--- src/rtl/core/hslc_pkg.sv ---
// Shared types, widths and constants of the HSL colorize pipeline.
// Depends on nothing; imported by the interfaces, the register file, the top level and the checker.
package hslc_pkg;

	localparam int unsigned PIX_W    = 8;   // one colour channel
	localparam int unsigned PCT_W    = 7;   // percent registers
	localparam int unsigned ADDR_W   = 3;   // two 32-bit registers
	localparam int unsigned DATA_W   = 32;
	localparam int unsigned SUM_W    = 9;   // max + min
	localparam int unsigned KS_W     = 15;  // k * sp, at most 25500
	localparam int unsigned XF_W     = 7;   // secondary weight, 0..100
	localparam int unsigned PX_W     = 22;  // k * sp * xf, at most 2550000
	localparam int unsigned STEP_W   = 10;  // hue percent times six
	localparam int unsigned RCP_W    = 25;  // reciprocal constants and estimates
	localparam int unsigned COMP_W   = 24;  // channel value times 255 in Q16
	localparam int unsigned C_SHIFT  = 14;  // ks * 2^16 / 100 = ks * 2^14 / 25
	localparam int unsigned X_SHIFT  = 12;  // p * 2^16 / 10000 = p * 2^12 / 625
	localparam int unsigned C_RSH    = 29 - C_SHIFT;
	localparam int unsigned X_RSH    = 34 - X_SHIFT;
	localparam int unsigned CP_W     = KS_W + RCP_W;
	localparam int unsigned XP_W     = PX_W + RCP_W;
	localparam int unsigned CN_W     = KS_W + C_SHIFT + 1;
	localparam int unsigned XN_W     = PX_W + X_SHIFT;
	localparam int unsigned CH_W     = COMP_W + 1;

	localparam logic [PCT_W-1:0]  PCT_FULL   = 7'd100;
	localparam logic [RCP_W-1:0]  DIV_C      = 25'd25;
	localparam logic [RCP_W-1:0]  DIV_X      = 25'd625;
	// Reciprocals rounded down; the estimate is at most one short and is corrected.
	localparam logic [RCP_W-1:0]  RECIP_C    = RCP_W'((64'd1 << 29) / 64'd25);
	localparam logic [RCP_W-1:0]  RECIP_X    = RCP_W'((64'd1 << 34) / 64'd625);
	localparam logic [PIX_W-1:0]  PIX_MAX    = 8'd255;

	typedef enum logic [0:0] {
		REG_HUE = 1'b0,
		REG_SAT = 1'b1
	} hslc_reg_t;

	// Hue sectors in the order red, yellow, green, cyan, blue, magenta.
	typedef enum logic [2:0] {
		SECT_RY = 3'd0,
		SECT_YG = 3'd1,
		SECT_GC = 3'd2,
		SECT_CB = 3'd3,
		SECT_BM = 3'd4,
		SECT_MR = 3'd5
	} hslc_sector_t;

	typedef struct packed {
		logic [PCT_W-1:0] hue_percent;
		logic [PCT_W-1:0] saturation_percent;
		hslc_sector_t     sector;
		logic [XF_W-1:0]  xf;
	} hslc_cfg_t;

	// Wrap the hue register and scale by six: hundredths of a sector.
	function automatic logic [STEP_W-1:0] hue_step(input logic [PCT_W-1:0] hue);
		logic [PCT_W-1:0] hp;
		hp = (hue >= PCT_FULL) ? hue - PCT_FULL : hue;
		hue_step = STEP_W'(hp) * STEP_W'(6);
	endfunction

	function automatic hslc_sector_t hue_sector(input logic [PCT_W-1:0] hue);
		logic [STEP_W-1:0] t;
		t = hue_step(hue);
		if (t >= STEP_W'(500))      hue_sector = SECT_MR;
		else if (t >= STEP_W'(400)) hue_sector = SECT_BM;
		else if (t >= STEP_W'(300)) hue_sector = SECT_CB;
		else if (t >= STEP_W'(200)) hue_sector = SECT_GC;
		else if (t >= STEP_W'(100)) hue_sector = SECT_YG;
		else                        hue_sector = SECT_RY;
	endfunction

	// Triangle weight of the secondary component, 0..100.
	function automatic logic [XF_W-1:0] hue_xf(input logic [PCT_W-1:0] hue);
		logic [STEP_W-1:0] t;
		logic [STEP_W-1:0] u;
		t = hue_step(hue);
		if (t >= STEP_W'(400))      u = t - STEP_W'(400);
		else if (t >= STEP_W'(200)) u = t - STEP_W'(200);
		else                        u = t;
		hue_xf = (u > STEP_W'(100)) ? XF_W'(STEP_W'(200) - u) : XF_W'(u);
	endfunction

endpackage

--- src/rtl/core/hslc_stream_if.sv ---
// Pixel channels of the colorize pipeline: valid/ready with RGB888 payload.
// Depends on hslc_pkg for the channel width.
interface hslc_pix_in_if;
	import hslc_pkg::*;

	logic             valid;
	logic             ready;
	logic [PIX_W-1:0] red_in;
	logic [PIX_W-1:0] green_in;
	logic [PIX_W-1:0] blue_in;

	modport source (output valid, red_in, green_in, blue_in, input ready);
	modport sink   (input valid, red_in, green_in, blue_in, output ready);
endinterface

interface hslc_pix_out_if;
	import hslc_pkg::*;

	logic             valid;
	logic             ready;
	logic [PIX_W-1:0] red_out;
	logic [PIX_W-1:0] green_out;
	logic [PIX_W-1:0] blue_out;

	modport source (output valid, red_out, green_out, blue_out, input ready);
	modport sink   (input valid, red_out, green_out, blue_out, output ready);
endinterface

--- src/rtl/core/hslc_cfg_regs.sv ---
// APB register file of the colorize pipeline: hue and saturation percent,
// with the hue sector and secondary weight decoded at write time. Depends on hslc_pkg.
module hslc_cfg_regs (
	input  logic                          clk,
	input  logic                          arst_n,
	input  logic                          wr_en,
	input  hslc_pkg::hslc_reg_t           reg_sel,
	input  logic [hslc_pkg::DATA_W-1:0]   wdata,
	output logic [hslc_pkg::DATA_W-1:0]   rdata,
	output hslc_pkg::hslc_cfg_t           cfg
);
	import hslc_pkg::*;

	logic [PCT_W-1:0] hue_q;
	logic [PCT_W-1:0] sat_q;
	hslc_sector_t     sector_q;
	logic [XF_W-1:0]  xf_q;
	logic [PCT_W-1:0] wval;

	assign wval = wdata[PCT_W-1:0];

	always_ff @(posedge clk or negedge arst_n) begin
		if (!arst_n) begin
			hue_q    <= '0;
			sat_q    <= '0;
			sector_q <= SECT_RY;
			xf_q     <= '0;
		end else if (wr_en) begin
			unique case (reg_sel)
				REG_HUE: begin
					hue_q    <= wval;
					sector_q <= hue_sector(wval);
					xf_q     <= hue_xf(wval);
				end
				REG_SAT: begin
					// saturate writes above full scale
					sat_q <= (wval > PCT_FULL) ? PCT_FULL : wval;
				end
				default: begin
					hue_q <= hue_q;
				end
			endcase
		end
	end

	always_comb begin
		unique case (reg_sel)
			REG_HUE: rdata = DATA_W'(hue_q);
			REG_SAT: rdata = DATA_W'(sat_q);
			default: rdata = '0;
		endcase
	end

	assign cfg = '{hue_percent: hue_q, saturation_percent: sat_q, sector: sector_q, xf: xf_q};

endmodule

--- src/rtl/core/hsl_colorize_pixel.sv ---
// Top level of the HSL colorize pipeline: six register stages from pixel in to pixel out.
// Depends on hslc_pkg, hslc_stream_if and hslc_cfg_regs.
//
// Usage
//   pix_in carries one RGB888 pixel per request; pix_out returns the pixel rebuilt
//   from its HSL lightness at the programmed hue and saturation. Both are
//   valid/ready channels; a request moves at a clock edge with valid and ready high.
//   The APB port holds hue_percent at byte address 0 and saturation_percent at 4;
//   pready is tied high, a write lands at the access-phase edge. Program the
//   registers only while the pipeline is empty.
// Depth and throughput
//   A request moves through stages 1 to 6; stage 6 is the output register. One pixel
//   per cycle is sustained while no result waits at the output. The two reciprocal divides
//   (by 25 for chroma, by 625 for the secondary component) each take a multiply
//   stage and a correction stage; they set the depth.
// Reset
//   arst_n clears every stage valid bit and both registers (hue 0, saturation 0).
// Stall
//   While the output register holds an untaken result, every stage holds and
//   pix_in.ready is low; no request is lost or repeated.
module hsl_colorize_pixel (
	input  logic                          clk,
	input  logic                          arst_n,
	input  logic                          psel,
	input  logic                          penable,
	input  logic                          pwrite,
	input  logic [hslc_pkg::ADDR_W-1:0]   paddr,
	input  logic [hslc_pkg::DATA_W-1:0]   pwdata,
	output logic [hslc_pkg::DATA_W-1:0]   prdata,
	output logic                          pready,
	hslc_pix_in_if.sink                   pix_in,
	hslc_pix_out_if.source                pix_out
);
	import hslc_pkg::*;

	hslc_cfg_t cfg;
	hslc_reg_t reg_sel;
	logic      advance;

	// ---------------------------------------------------------------- registers
	assign pready  = 1'b1;
	assign reg_sel = hslc_reg_t'(paddr[ADDR_W-1]);

	hslc_cfg_regs u_cfg (
		.clk     (clk),
		.arst_n  (arst_n),
		.wr_en   (psel && penable && pwrite),
		.reg_sel (reg_sel),
		.wdata   (pwdata),
		.rdata   (prdata),
		.cfg     (cfg)
	);

	// The whole pipe moves together; hold everything while the output waits.
	assign advance      = !pix_out.valid || pix_out.ready;
	assign pix_in.ready = advance;

	logic vld_s1, vld_s2, vld_s3, vld_s4, vld_s5, vld_s6;

	always_ff @(posedge clk or negedge arst_n) begin
		if (!arst_n) begin
			vld_s1 <= 1'b0;
			vld_s2 <= 1'b0;
			vld_s3 <= 1'b0;
			vld_s4 <= 1'b0;
			vld_s5 <= 1'b0;
			vld_s6 <= 1'b0;
		end else if (advance) begin
			vld_s1 <= pix_in.valid;
			vld_s2 <= vld_s1;
			vld_s3 <= vld_s2;
			vld_s4 <= vld_s3;
			vld_s5 <= vld_s4;
			vld_s6 <= vld_s5;
		end
	end

	// ---------------------------------------------------------------- stage 1
	// Lightness terms: sum = max + min, k = 255 - |sum - 255|.
	logic [PIX_W-1:0] mx, mn;
	logic [SUM_W-1:0] sum;
	logic [SUM_W-1:0] sum_s1;
	logic [PIX_W-1:0] k_s1;

	always_comb begin
		mx = pix_in.red_in;
		mn = pix_in.red_in;
		if (pix_in.green_in > mx) mx = pix_in.green_in;
		if (pix_in.blue_in  > mx) mx = pix_in.blue_in;
		if (pix_in.green_in < mn) mn = pix_in.green_in;
		if (pix_in.blue_in  < mn) mn = pix_in.blue_in;
		sum = SUM_W'(mx) + SUM_W'(mn);
	end

	always_ff @(posedge clk) begin
		if (advance) begin
			sum_s1 <= sum;
			k_s1   <= (sum > SUM_W'(PIX_MAX)) ? PIX_W'(SUM_W'(510) - sum) : PIX_W'(sum);
		end
	end

	// ---------------------------------------------------------------- stage 2
	// Scale by saturation.
	logic [SUM_W-1:0] sum_s2;
	logic [KS_W-1:0]  ks_s2;

	always_ff @(posedge clk) begin
		if (advance) begin
			sum_s2 <= sum_s1;
			ks_s2  <= KS_W'(k_s1) * KS_W'(cfg.saturation_percent);
		end
	end

	// ---------------------------------------------------------------- stage 3
	// Chroma quotient estimate and secondary product.
	logic [CP_W-1:0]  c_prod;
	logic [SUM_W-1:0] sum_s3;
	logic [KS_W-1:0]  ks_s3;
	logic [RCP_W-1:0] qc_s3;
	logic [PX_W-1:0]  px_s3;

	assign c_prod = CP_W'(ks_s2) * CP_W'(RECIP_C);

	always_ff @(posedge clk) begin
		if (advance) begin
			sum_s3 <= sum_s2;
			ks_s3  <= ks_s2;
			qc_s3  <= c_prod[C_RSH +: RCP_W];
			px_s3  <= PX_W'(ks_s2) * PX_W'(cfg.xf);
		end
	end

	// ---------------------------------------------------------------- stage 4
	// Correct the chroma estimate; estimate the secondary quotient.
	logic [CN_W-1:0]  c_rem;
	logic [XP_W-1:0]  x_prod;
	logic [SUM_W-1:0] sum_s4;
	logic [COMP_W-1:0] cq_s4;
	logic [RCP_W-1:0] qx_s4;
	logic [PX_W-1:0]  px_s4;

	assign c_rem  = CN_W'({ks_s3, C_SHIFT'(0)}) - CN_W'(qc_s3) * CN_W'(DIV_C);
	assign x_prod = XP_W'(px_s3) * XP_W'(RECIP_X);

	always_ff @(posedge clk) begin
		if (advance) begin
			sum_s4 <= sum_s3;
			cq_s4  <= COMP_W'(qc_s3 + RCP_W'(c_rem >= CN_W'(DIV_C)));
			qx_s4  <= x_prod[X_RSH +: RCP_W];
			px_s4  <= px_s3;
		end
	end

	// ---------------------------------------------------------------- stage 5
	// Correct the secondary estimate; form the lightness offset m.
	logic [XN_W-1:0]   x_rem;
	logic [COMP_W-1:0] cq_s5, xq_s5, mq_s5;

	assign x_rem = {px_s4, X_SHIFT'(0)} - XN_W'(qx_s4) * XN_W'(DIV_X);

	always_ff @(posedge clk) begin
		if (advance) begin
			cq_s5 <= cq_s4;
			xq_s5 <= COMP_W'(qx_s4 + RCP_W'(x_rem >= XN_W'(DIV_X)));
			mq_s5 <= {sum_s4, 15'b0} - (cq_s4 >> 1);
		end
	end

	// ---------------------------------------------------------------- stage 6
	// Place components by sector, add the offset, drop the fraction.
	logic [COMP_W-1:0] vr, vg, vb;
	logic [PIX_W-1:0]  r_s6, g_s6, b_s6;

	function automatic logic [PIX_W-1:0] to_chan(input logic [COMP_W-1:0] comp,
	                                             input logic [COMP_W-1:0] ofs);
		logic [CH_W-1:0] s;
		s = CH_W'(comp) + CH_W'(ofs);
		to_chan = (s[CH_W-1:16] > (CH_W-16)'(PIX_MAX)) ? PIX_MAX : s[16 +: PIX_W];
	endfunction

	always_comb begin
		case (cfg.sector)
			SECT_RY: begin vr = cq_s5; vg = xq_s5; vb = '0;    end
			SECT_YG: begin vr = xq_s5; vg = cq_s5; vb = '0;    end
			SECT_GC: begin vr = '0;    vg = cq_s5; vb = xq_s5; end
			SECT_CB: begin vr = '0;    vg = xq_s5; vb = cq_s5; end
			SECT_BM: begin vr = xq_s5; vg = '0;    vb = cq_s5; end
			default: begin vr = cq_s5; vg = '0;    vb = xq_s5; end
		endcase
	end

	always_ff @(posedge clk) begin
		if (advance) begin
			r_s6 <= to_chan(vr, mq_s5);
			g_s6 <= to_chan(vg, mq_s5);
			b_s6 <= to_chan(vb, mq_s5);
		end
	end

	assign pix_out.valid     = vld_s6;
	assign pix_out.red_out   = r_s6;
	assign pix_out.green_out = g_s6;
	assign pix_out.blue_out  = b_s6;

endmodule

--- src/flat_wrapper.sv ---
// flat-port wrapper written by rule: the top's interface ports become plain ports
module hsl_colorize_pixel_flat import hslc_pkg::*;
  (clk, arst_n, psel, penable, pwrite, paddr, pwdata, prdata, pready, pix_in_valid, pix_in_red_in, pix_in_green_in, pix_in_blue_in, pix_in_ready, pix_out_valid, pix_out_red_out, pix_out_green_out, pix_out_blue_out, pix_out_ready);
  hslc_pix_in_if pix_in_i ();
  hslc_pix_out_if pix_out_i ();
  input  logic clk;
  input  logic arst_n;
  input  logic psel;
  input  logic penable;
  input  logic pwrite;
  input  logic [hslc_pkg::ADDR_W-1:0] paddr;
  input  logic [hslc_pkg::DATA_W-1:0] pwdata;
  output logic [hslc_pkg::DATA_W-1:0] prdata;
  output logic pready;
  input wire logic [$bits(pix_in_i.valid)-1:0] pix_in_valid;
  input wire logic [$bits(pix_in_i.red_in)-1:0] pix_in_red_in;
  input wire logic [$bits(pix_in_i.green_in)-1:0] pix_in_green_in;
  input wire logic [$bits(pix_in_i.blue_in)-1:0] pix_in_blue_in;
  output wire logic [$bits(pix_in_i.ready)-1:0] pix_in_ready;
  output wire logic [$bits(pix_out_i.valid)-1:0] pix_out_valid;
  output wire logic [$bits(pix_out_i.red_out)-1:0] pix_out_red_out;
  output wire logic [$bits(pix_out_i.green_out)-1:0] pix_out_green_out;
  output wire logic [$bits(pix_out_i.blue_out)-1:0] pix_out_blue_out;
  input wire logic [$bits(pix_out_i.ready)-1:0] pix_out_ready;
  assign pix_in_i.valid = pix_in_valid;
  assign pix_in_i.red_in = pix_in_red_in;
  assign pix_in_i.green_in = pix_in_green_in;
  assign pix_in_i.blue_in = pix_in_blue_in;
  assign pix_in_ready = pix_in_i.ready;
  assign pix_out_valid = pix_out_i.valid;
  assign pix_out_red_out = pix_out_i.red_out;
  assign pix_out_green_out = pix_out_i.green_out;
  assign pix_out_blue_out = pix_out_i.blue_out;
  assign pix_out_i.ready = pix_out_ready;
  hsl_colorize_pixel u_core (.clk(clk), .arst_n(arst_n), .psel(psel), .penable(penable), .pwrite(pwrite), .paddr(paddr), .pwdata(pwdata), .prdata(prdata), .pready(pready), .pix_in(pix_in_i), .pix_out(pix_out_i));
endmodule
--- config.mk ---
export PLATFORM = sky130hd
export DESIGN_NAME = hsl_colorize_pixel_flat
export DESIGN_NICKNAME = d
export VERILOG_FILES = /design/src/rtl/core/hslc_pkg.sv /design/src/rtl/core/hslc_stream_if.sv /design/src/rtl/core/hslc_cfg_regs.sv /design/src/rtl/core/hsl_colorize_pixel.sv /design/src/flat_wrapper.sv
export SDC_FILE = /design/constraint.sdc
export NUM_CORES = 2
export LEC_CHECK = 0
export BUFFER_PORTS_ARGS = -buffer_cell sky130_fd_sc_hd__buf_2
export CORE_ASPECT_RATIO = 1.2
export CORE_UTILIZATION = 40
export CTS_CLUSTER_SIZE = 24
export DETAILED_ROUTE_END_ITERATION = 16
export PLACE_DENSITY = 0.59
export SLEW_MARGIN = 20
export SYNTH_ARGS = -nofsm -noshare
export SYNTH_HDL_FRONTEND = slang
export SYNTH_SLANG_ARGS = --single-unit
--- constraint.sdc ---
create_clock -name clk -period 10.5 [get_ports clk]
set_input_delay 0 -clock clk [delete_from_list [all_inputs] [get_ports clk]]
set_output_delay 0 -clock clk [all_outputs]
set_load 0.005 [all_outputs]
== Word-level counts from Yosys, hierarchy flattened ==
Cells that the tools add are included.
Cells by class
  $add $sub $neg: 14
  $mul: 7
  div/mod/pow operators: 0
  order comparisons: 18
  equal/unequal tests: 4
  shifts and indexed selects: 0
  mux-type cells: 21
  bitwise operators: 1
  reduce and logical (&&, ||, !) cells: 13
Operator list (number)
  $pmux W24 S2: 3
  $add A24 B24 Y25: 3
  $pmux W32 S2: 1
  $add A24 B1 Y24: 2
  $mul A22 B24 Y46 const B: 1
  $mux W10: 4
  $mux W8: 5
  $mul A15 B23 Y38 const B: 1
  $gt A9 B8 Y1 const B: 4
  $ge A34 B10 Y1 const B: 1
  $mul A25 B10 Y34 const B: 1
  $sub A34 B34 Y34: 1
  $ge A10 B9 Y1 const B: 3
  $ge A30 B5 Y1 const B: 1
  $mul A25 B5 Y30 const B: 1
  $sub A29 B30 Y30: 1
  $sub A24 B23 Y24: 1
  $mul A15 B7 Y22: 1
  $mux W7: 3
  $gt A8 B8 Y1: 2
  $lt A8 B8 Y1: 2
  $mul A8 B7 Y15: 1
  $reduce_or A2 Y1: 6
  $ge A10 B7 Y1 const B: 1
  23 further kinds: 28
Word-level totals
  register bits after elaboration: 318
  latch bits: 0
  memory bits (writable): 0
  bits in read-only memories: 0
  logic and storage cells: 106
  memories: 0

== Logic depth before layout (Yosys ltp) ==
  depth in word-level cells: 10
  gate-level depth with buffers: 32

== Modules after synthesis ==
Synthesis repeated with hierarchy kept, for this count alone.
Second synthesis, totals
  cells, all modules: 4300
  area total of the unflattened synthesis: 43929.6 sq um
Modules (own cells, without submodules)
  hsl_colorize_pixel: instances 1, cells each 4010, area an instance 41482.3 sq um, seq. area each 8738.4 sq um
  hslc_cfg_regs: instances 1, cells each 290, area an instance 2447.3 sq um, seq. area each 550.5 sq um

== Worst setup path after synthesis ==
OpenSTA, ideal clock, no wires.
  path type: register to register
  start point: register u_core.vld_s6, in the netlist u_core.pix_out.valid
  end point: register u_core.vld_s1
  setup time: 0.108 ns
  arrival: 9.503 ns
  required time: 10.392 ns
  setup slack: 0.889 ns
  cell stages (with the launch flop): 4
  buffers on the path: 1
  clock period less this slack: 9.611 ns
  cell sequence: dfrtp_1 > nand2b_1 > clkbuf_1 > mux2_2
On the way
  longest elaborated chain between the ends: 2
RTL lines
  start, declared: RTL line hsl_colorize_pixel.sv:58  | logic vld_s1, vld_s2, vld_s3, vld_s4, vld_s5, vld_s6;
  start signal, assigned: RTL line hsl_colorize_pixel.sv:74  | vld_s6 <= vld_s5;
  $logic_not A1 Y1: RTL line hsl_colorize_pixel.sv:55  | assign advance = !pix_out.valid || pix_out.ready;
  $logic_or A1 B1 Y1: RTL line hsl_colorize_pixel.sv:55
  named net pix_in_ready: RTL line flat_wrapper.sv:19  | output wire logic [$bits(pix_in_i.ready)-1:0] pix_in_ready;
  end signal, assigned: RTL line hsl_colorize_pixel.sv:69  | vld_s1 <= pix_in.valid;
  end, declared: RTL line hsl_colorize_pixel.sv:58
The timed path passes the listed nets, and every way through them passes these cells.
A chain may end at the register's enable or synchronous reset.

== Final worst setup path ==
  start point: register u_core.qx_s4[7]
  end point: register u_core.xq_s5[22], data pin
On the way
  longest elaborated chain between the ends: 4
RTL lines
  start, declared: RTL line hsl_colorize_pixel.sv:139  | logic [RCP_W-1:0] qx_s4;
  start signal, assigned: RTL line hsl_colorize_pixel.sv:149  | qx_s4 <= x_prod[X_RSH +: RCP_W];
  $mul A25 B10 Y34: RTL line hsl_colorize_pixel.sv:159  | assign x_rem = {px_s4, X_SHIFT'(0)} - XN_W'(qx_s4) * XN_W'(DIV_X);
  $sub A34 B34 Y34: RTL line hsl_colorize_pixel.sv:159
  $ge A34 B10 Y1: RTL line hsl_colorize_pixel.sv:164  | xq_s5 <= COMP_W'(qx_s4 + RCP_W'(x_rem >= XN_W'(DIV_X)));
  $add A24 B1 Y24 (*): RTL line hsl_colorize_pixel.sv:164
  end signal, assigned: RTL line hsl_colorize_pixel.sv:164
  end, declared: RTL line hsl_colorize_pixel.sv:157  | logic [COMP_W-1:0] cq_s5, xq_s5, mq_s5;
Every way passes the cells marked *; elsewhere a longest branch is shown, timed or not.

==> summary.md <==
| Metric | Value |
|---|---|
| Gpl congestion | 0.927 |
| GRT overflow | 0 |
| Unrepaired setup endpoints after global routing | false |
| CTS Sinks | 312 |
| Slew @ Worst Pin | 866 ps |
| Worst rel slew slack | 41.9% |
| WS Path Type | flip-flop to flip-flop |
| CP Launch Type | flip-flop |
| Routed Antenna Nets | 0 |
| Die Wd | 301 um |
| Clk_lat worst skew | 590 ps |
| Distinct cells, synth | 79 |
| Final min period | 7870 ps |
| Met3 Use GR | 1.69% |
| First-pass GRT wire length | 163000 um |
| Status | finished, violations left |
| Yosys warning count | 0 |
| H-tree depth | 2 |
| Initial core utilization | 40.4% |
| Post-place setup slack | 2680 ps |
| Clock transition at path regs | 60 ps |
| Post-synthesis sequential area ratio | 21.5% |
| Fin worst setup slack | 2630 ps |
| Post-synth ARST share | 8.97% |
| Sum Neg Setup Slack | 0 ps |
| Final Max Slew Viols | 0 |
| Synthesized instance count | 4192 |
| Maximum clock frequency | 0.127 GHz |
| CTS Buf Count | 37 |
| Worst path arrival time | 8200 ps |
| Port Buffers | 71 |
| Met1 usage | 23.3% |
| Area of the core | 0.106 mm^2 |
| Fin util | 43.6% |
| Total length of routed wires | 101000 um |
| Die height | 361 um |
| TritonCTS clock tree | built |
| Fin. Hold Viols | 0 |
| Vias/cell | 5.13 |
| Seq cells post-synth | 312 |
| Crit path max fanout | 9 |
| Worst Skew | 38.7 ps |
| Setup Buffers After CTS | 0 |
| Synthesis-to-finish area growth | 7.98% |
| Failing checks | design-rule violations |
| Starting DRT DRC Count | 1531 |
| CP endpoint kind | flip-flop |
| Top_reg_cell synth | edfxtp_1 |
| Ant. Diodes | 0 |
| HP Class | input pin to flip-flop |
| Vias in the first global route | 30300 |
| Root Buffer | clkbuf_16 |
| Required time of the critical path | 10830 ps |
| Mapped Area | 0.0430 mm^2 |
| Top Ports | 125 |
| Slowest stage cell, crit path | edfxtp_1 |
| DRT Pass-1 Iters | 14 |
| Number of max-cap violations | 0 |
| # DRC | 8 |
| DR WL/cell | 17.8 um |
| Final #Nets | 5628 |
| Row count | 131 |
| Post-place instance area | 0.0449 mm^2 |
| Layout cells sized above 1 | 4.24% |
| Met2 Usage GRT | 34.7% |
| GRT Max-Usage Layer | met2 |
| Post-synth EDFFs | 284 |
| Crit-path max cell delay | 690 ps |
| Total GRT Usage | 19.0% |
| Bufs on Longest Clock Path | 3 |
| Vias post-DR | 29300 |
| Post-route cell area | 0.0464 mm^2 |
| Initial antenna violation count | 0 |
| Endpoints failing setup | 0 |
| Largest net degree at the start of global routing | 201 |
| Die area | 0.109 mm^2 |
| DP Wirelength | 84300 um |
| Mean Syn Cell Area | 10.3 um^2 |
| Period utilization | 75.0% |
==> state kept, by name (all words and copies together), names as in the netlist, 3 cells and up <==
register and cells:
u_core.qc_s3 25, u_core.u_cfg.sat_q 7, u_core.px_s4 21, u_core.u_cfg.sector_q 3, u_core.cq_s4 24, u_core.pix_out.red_out 8
u_core.xq_s5 24, u_core.ks_s2 15, u_core.sum_s1 8, u_core.k_s1 8, u_core.sum_s4 9, u_core.qx_s4 25
u_core.pix_out.blue_out 8, u_core.pix_out.green_out 8, u_core.u_cfg.hue_q 7, u_core.sum_s3 9, u_core.px_s3 21, u_core.ks_s3 15
u_core.mq_s5 24, u_core.sum_s2 9, u_core.u_cfg.xf_q 5, u_core.cq_s5 23
==> layer usage <==
| metal | part of all wire (%) | up-vias |
|---|---|---|
| li1 | - | 14100 |
| met1 | 42 | 14500 |
| met2 | 52 | 535 |
| met3 | 3.2 | 160 |
| met4 | 3.4 | 0 |
| met5 | 0 | - |
==> area by class of cell <==
class	count	area, um^2
clock buffers	40	937
fillers	10100	60000
multi-input cells	2951	30200
well taps	1396	1750
flip-flops and latches	312	9230
repair buffers	106	699
inverters	877	3290
clock inverters	26	318
==> kinds of logic (layout without fill, tap and decap cells) <==
| kind of cell | after synthesis | in the layout | share of synthesized area, % |
|---|---|---|---|
| flops | 312 | 312 | 21.5 |
| simple gates | 770 | 770 | 8.53 |
| xor+xnor | 204 | 204 | 4.16 |
| mux | 46 | 46 | 1.12 |
| fa+ha+maj | 1277 | 1277 | 46.2 |
| buf+inv | 953 | 1049 | 8.56 |
| other cells | 2 | 26 | 0.0175 |
| compound gates | 628 | 628 | 9.89 |
==> cells in the mapped netlist, types with 18 or more instances <==
cell type | n | share of area [%]
inv_1 | 877 | 7.7
ha_1 | 758 | 22
fa_1 | 519 | 24
nand2_1 | 300 | 2.6
edfxtp_1 | 284 | 20
a21oi_1 | 172 | 2.0
xnor2_1 | 143 | 2.9
nor2_1 | 132 | 1.2
o21ai_0 | 103 | 1.2
a21o_1 | 72 | 1.3
xor2_1 | 61 | 1.2
nand3_1 | 59 | 0.69
a22o_1 | 54 | 1.1
and2_1 | 51 | 0.74
nor3_1 | 48 | 0.56
clkbuf_1 | 47 | 0.41
nand2b_1 | 33 | 0.48
mux2i_1 | 30 | 0.70
o21a_1 | 30 | 0.52
nand4_1 | 29 | 0.42
dfrtp_1 | 28 | 1.6
nor2b_1 | 28 | 0.41
o21bai_1 | 28 | 0.49
buf_4 | 26 | 0.45
a211oi_1 | 23 | 0.40
and3_1 | 18 | 0.26
==> worst paths after layout <==
| path | startpoint | endpoint | slack (ps) | cells past startpoint |
|---|---|---|---|---|
| worst min-delay path | pwrite | u_core.u_cfg.sat_q[6]$_DFFE_PN0P_ | 30 | 3 |
| worst max register to register | u_core.qx_s4[7]$_DFFE_PP_ | u_core.xq_s5[22]$_DFFE_PP_ | 2630 | 27 |
| min in group asynchronous | arst_n | u_core.u_cfg.xf_q[3]$_DFFE_PN0P_ | 550 | 3 |
| worst max-delay path | u_core.qx_s4[7]$_DFFE_PP_ | u_core.xq_s5[22]$_DFFE_PP_ | 2630 | 27 |
| worst min register to register | u_core.sum_s1[2]$_DFFE_PP_ | u_core.sum_s2[2]$_DFFE_PP_ | 380 | 0 |
| max in group asynchronous | arst_n | u_core.u_cfg.xf_q[6]$_DFFE_PN0P_ | 8930 | 4 |
==> cell usage in the layout, fill, tap and decap left out, types with 51 or more instances in the layout <==
cell type	Yosys	routed
a21o_1	72	72
a21oi_1	172	172
a22o_1	54	54
and2_1	51	51
buf_2	3	71
edfxtp_1	284	284
fa_1	519	519
ha_1	758	758
inv_1	877	877
nand2_1	300	300
nand3_1	59	59
nor2_1	132	132
o21ai_0	103	103
xnor2_1	143	142
xor2_1	61	61
==> worst max-delay path: cells and delay by family (launching register included) <==
family | cells | cell delay [ps]
xor gates and xnor gates | 2 | 230
adders and majority gates | 8 | 3170
AOI/OAI and AO/OA | 5 | 1430
buffers and inverters | 3 | 140
DFF | 1 | 690
and+or+nand+nor | 9 | 1910
==> metrics by stage <==
stage	instances	hold slack [ps]
2_1_floorplan	4216	-296
3_3_place_gp	5623	92.3
3_5_place_dp	5623	95.9
4_1_cts	5707	17.3
5_1_grt	5708	97.6
6_report	5708	31.8
==> timing repair <==
action	4_1_cts	5_1_grt
hold buffers	18	0
gates resized for setup	0	0
hold endpoints to repair	57	0
Power is left out: the tool's default activity adds up to more than one toggle a clock period on the data nets, which glitch-free logic cannot reach.
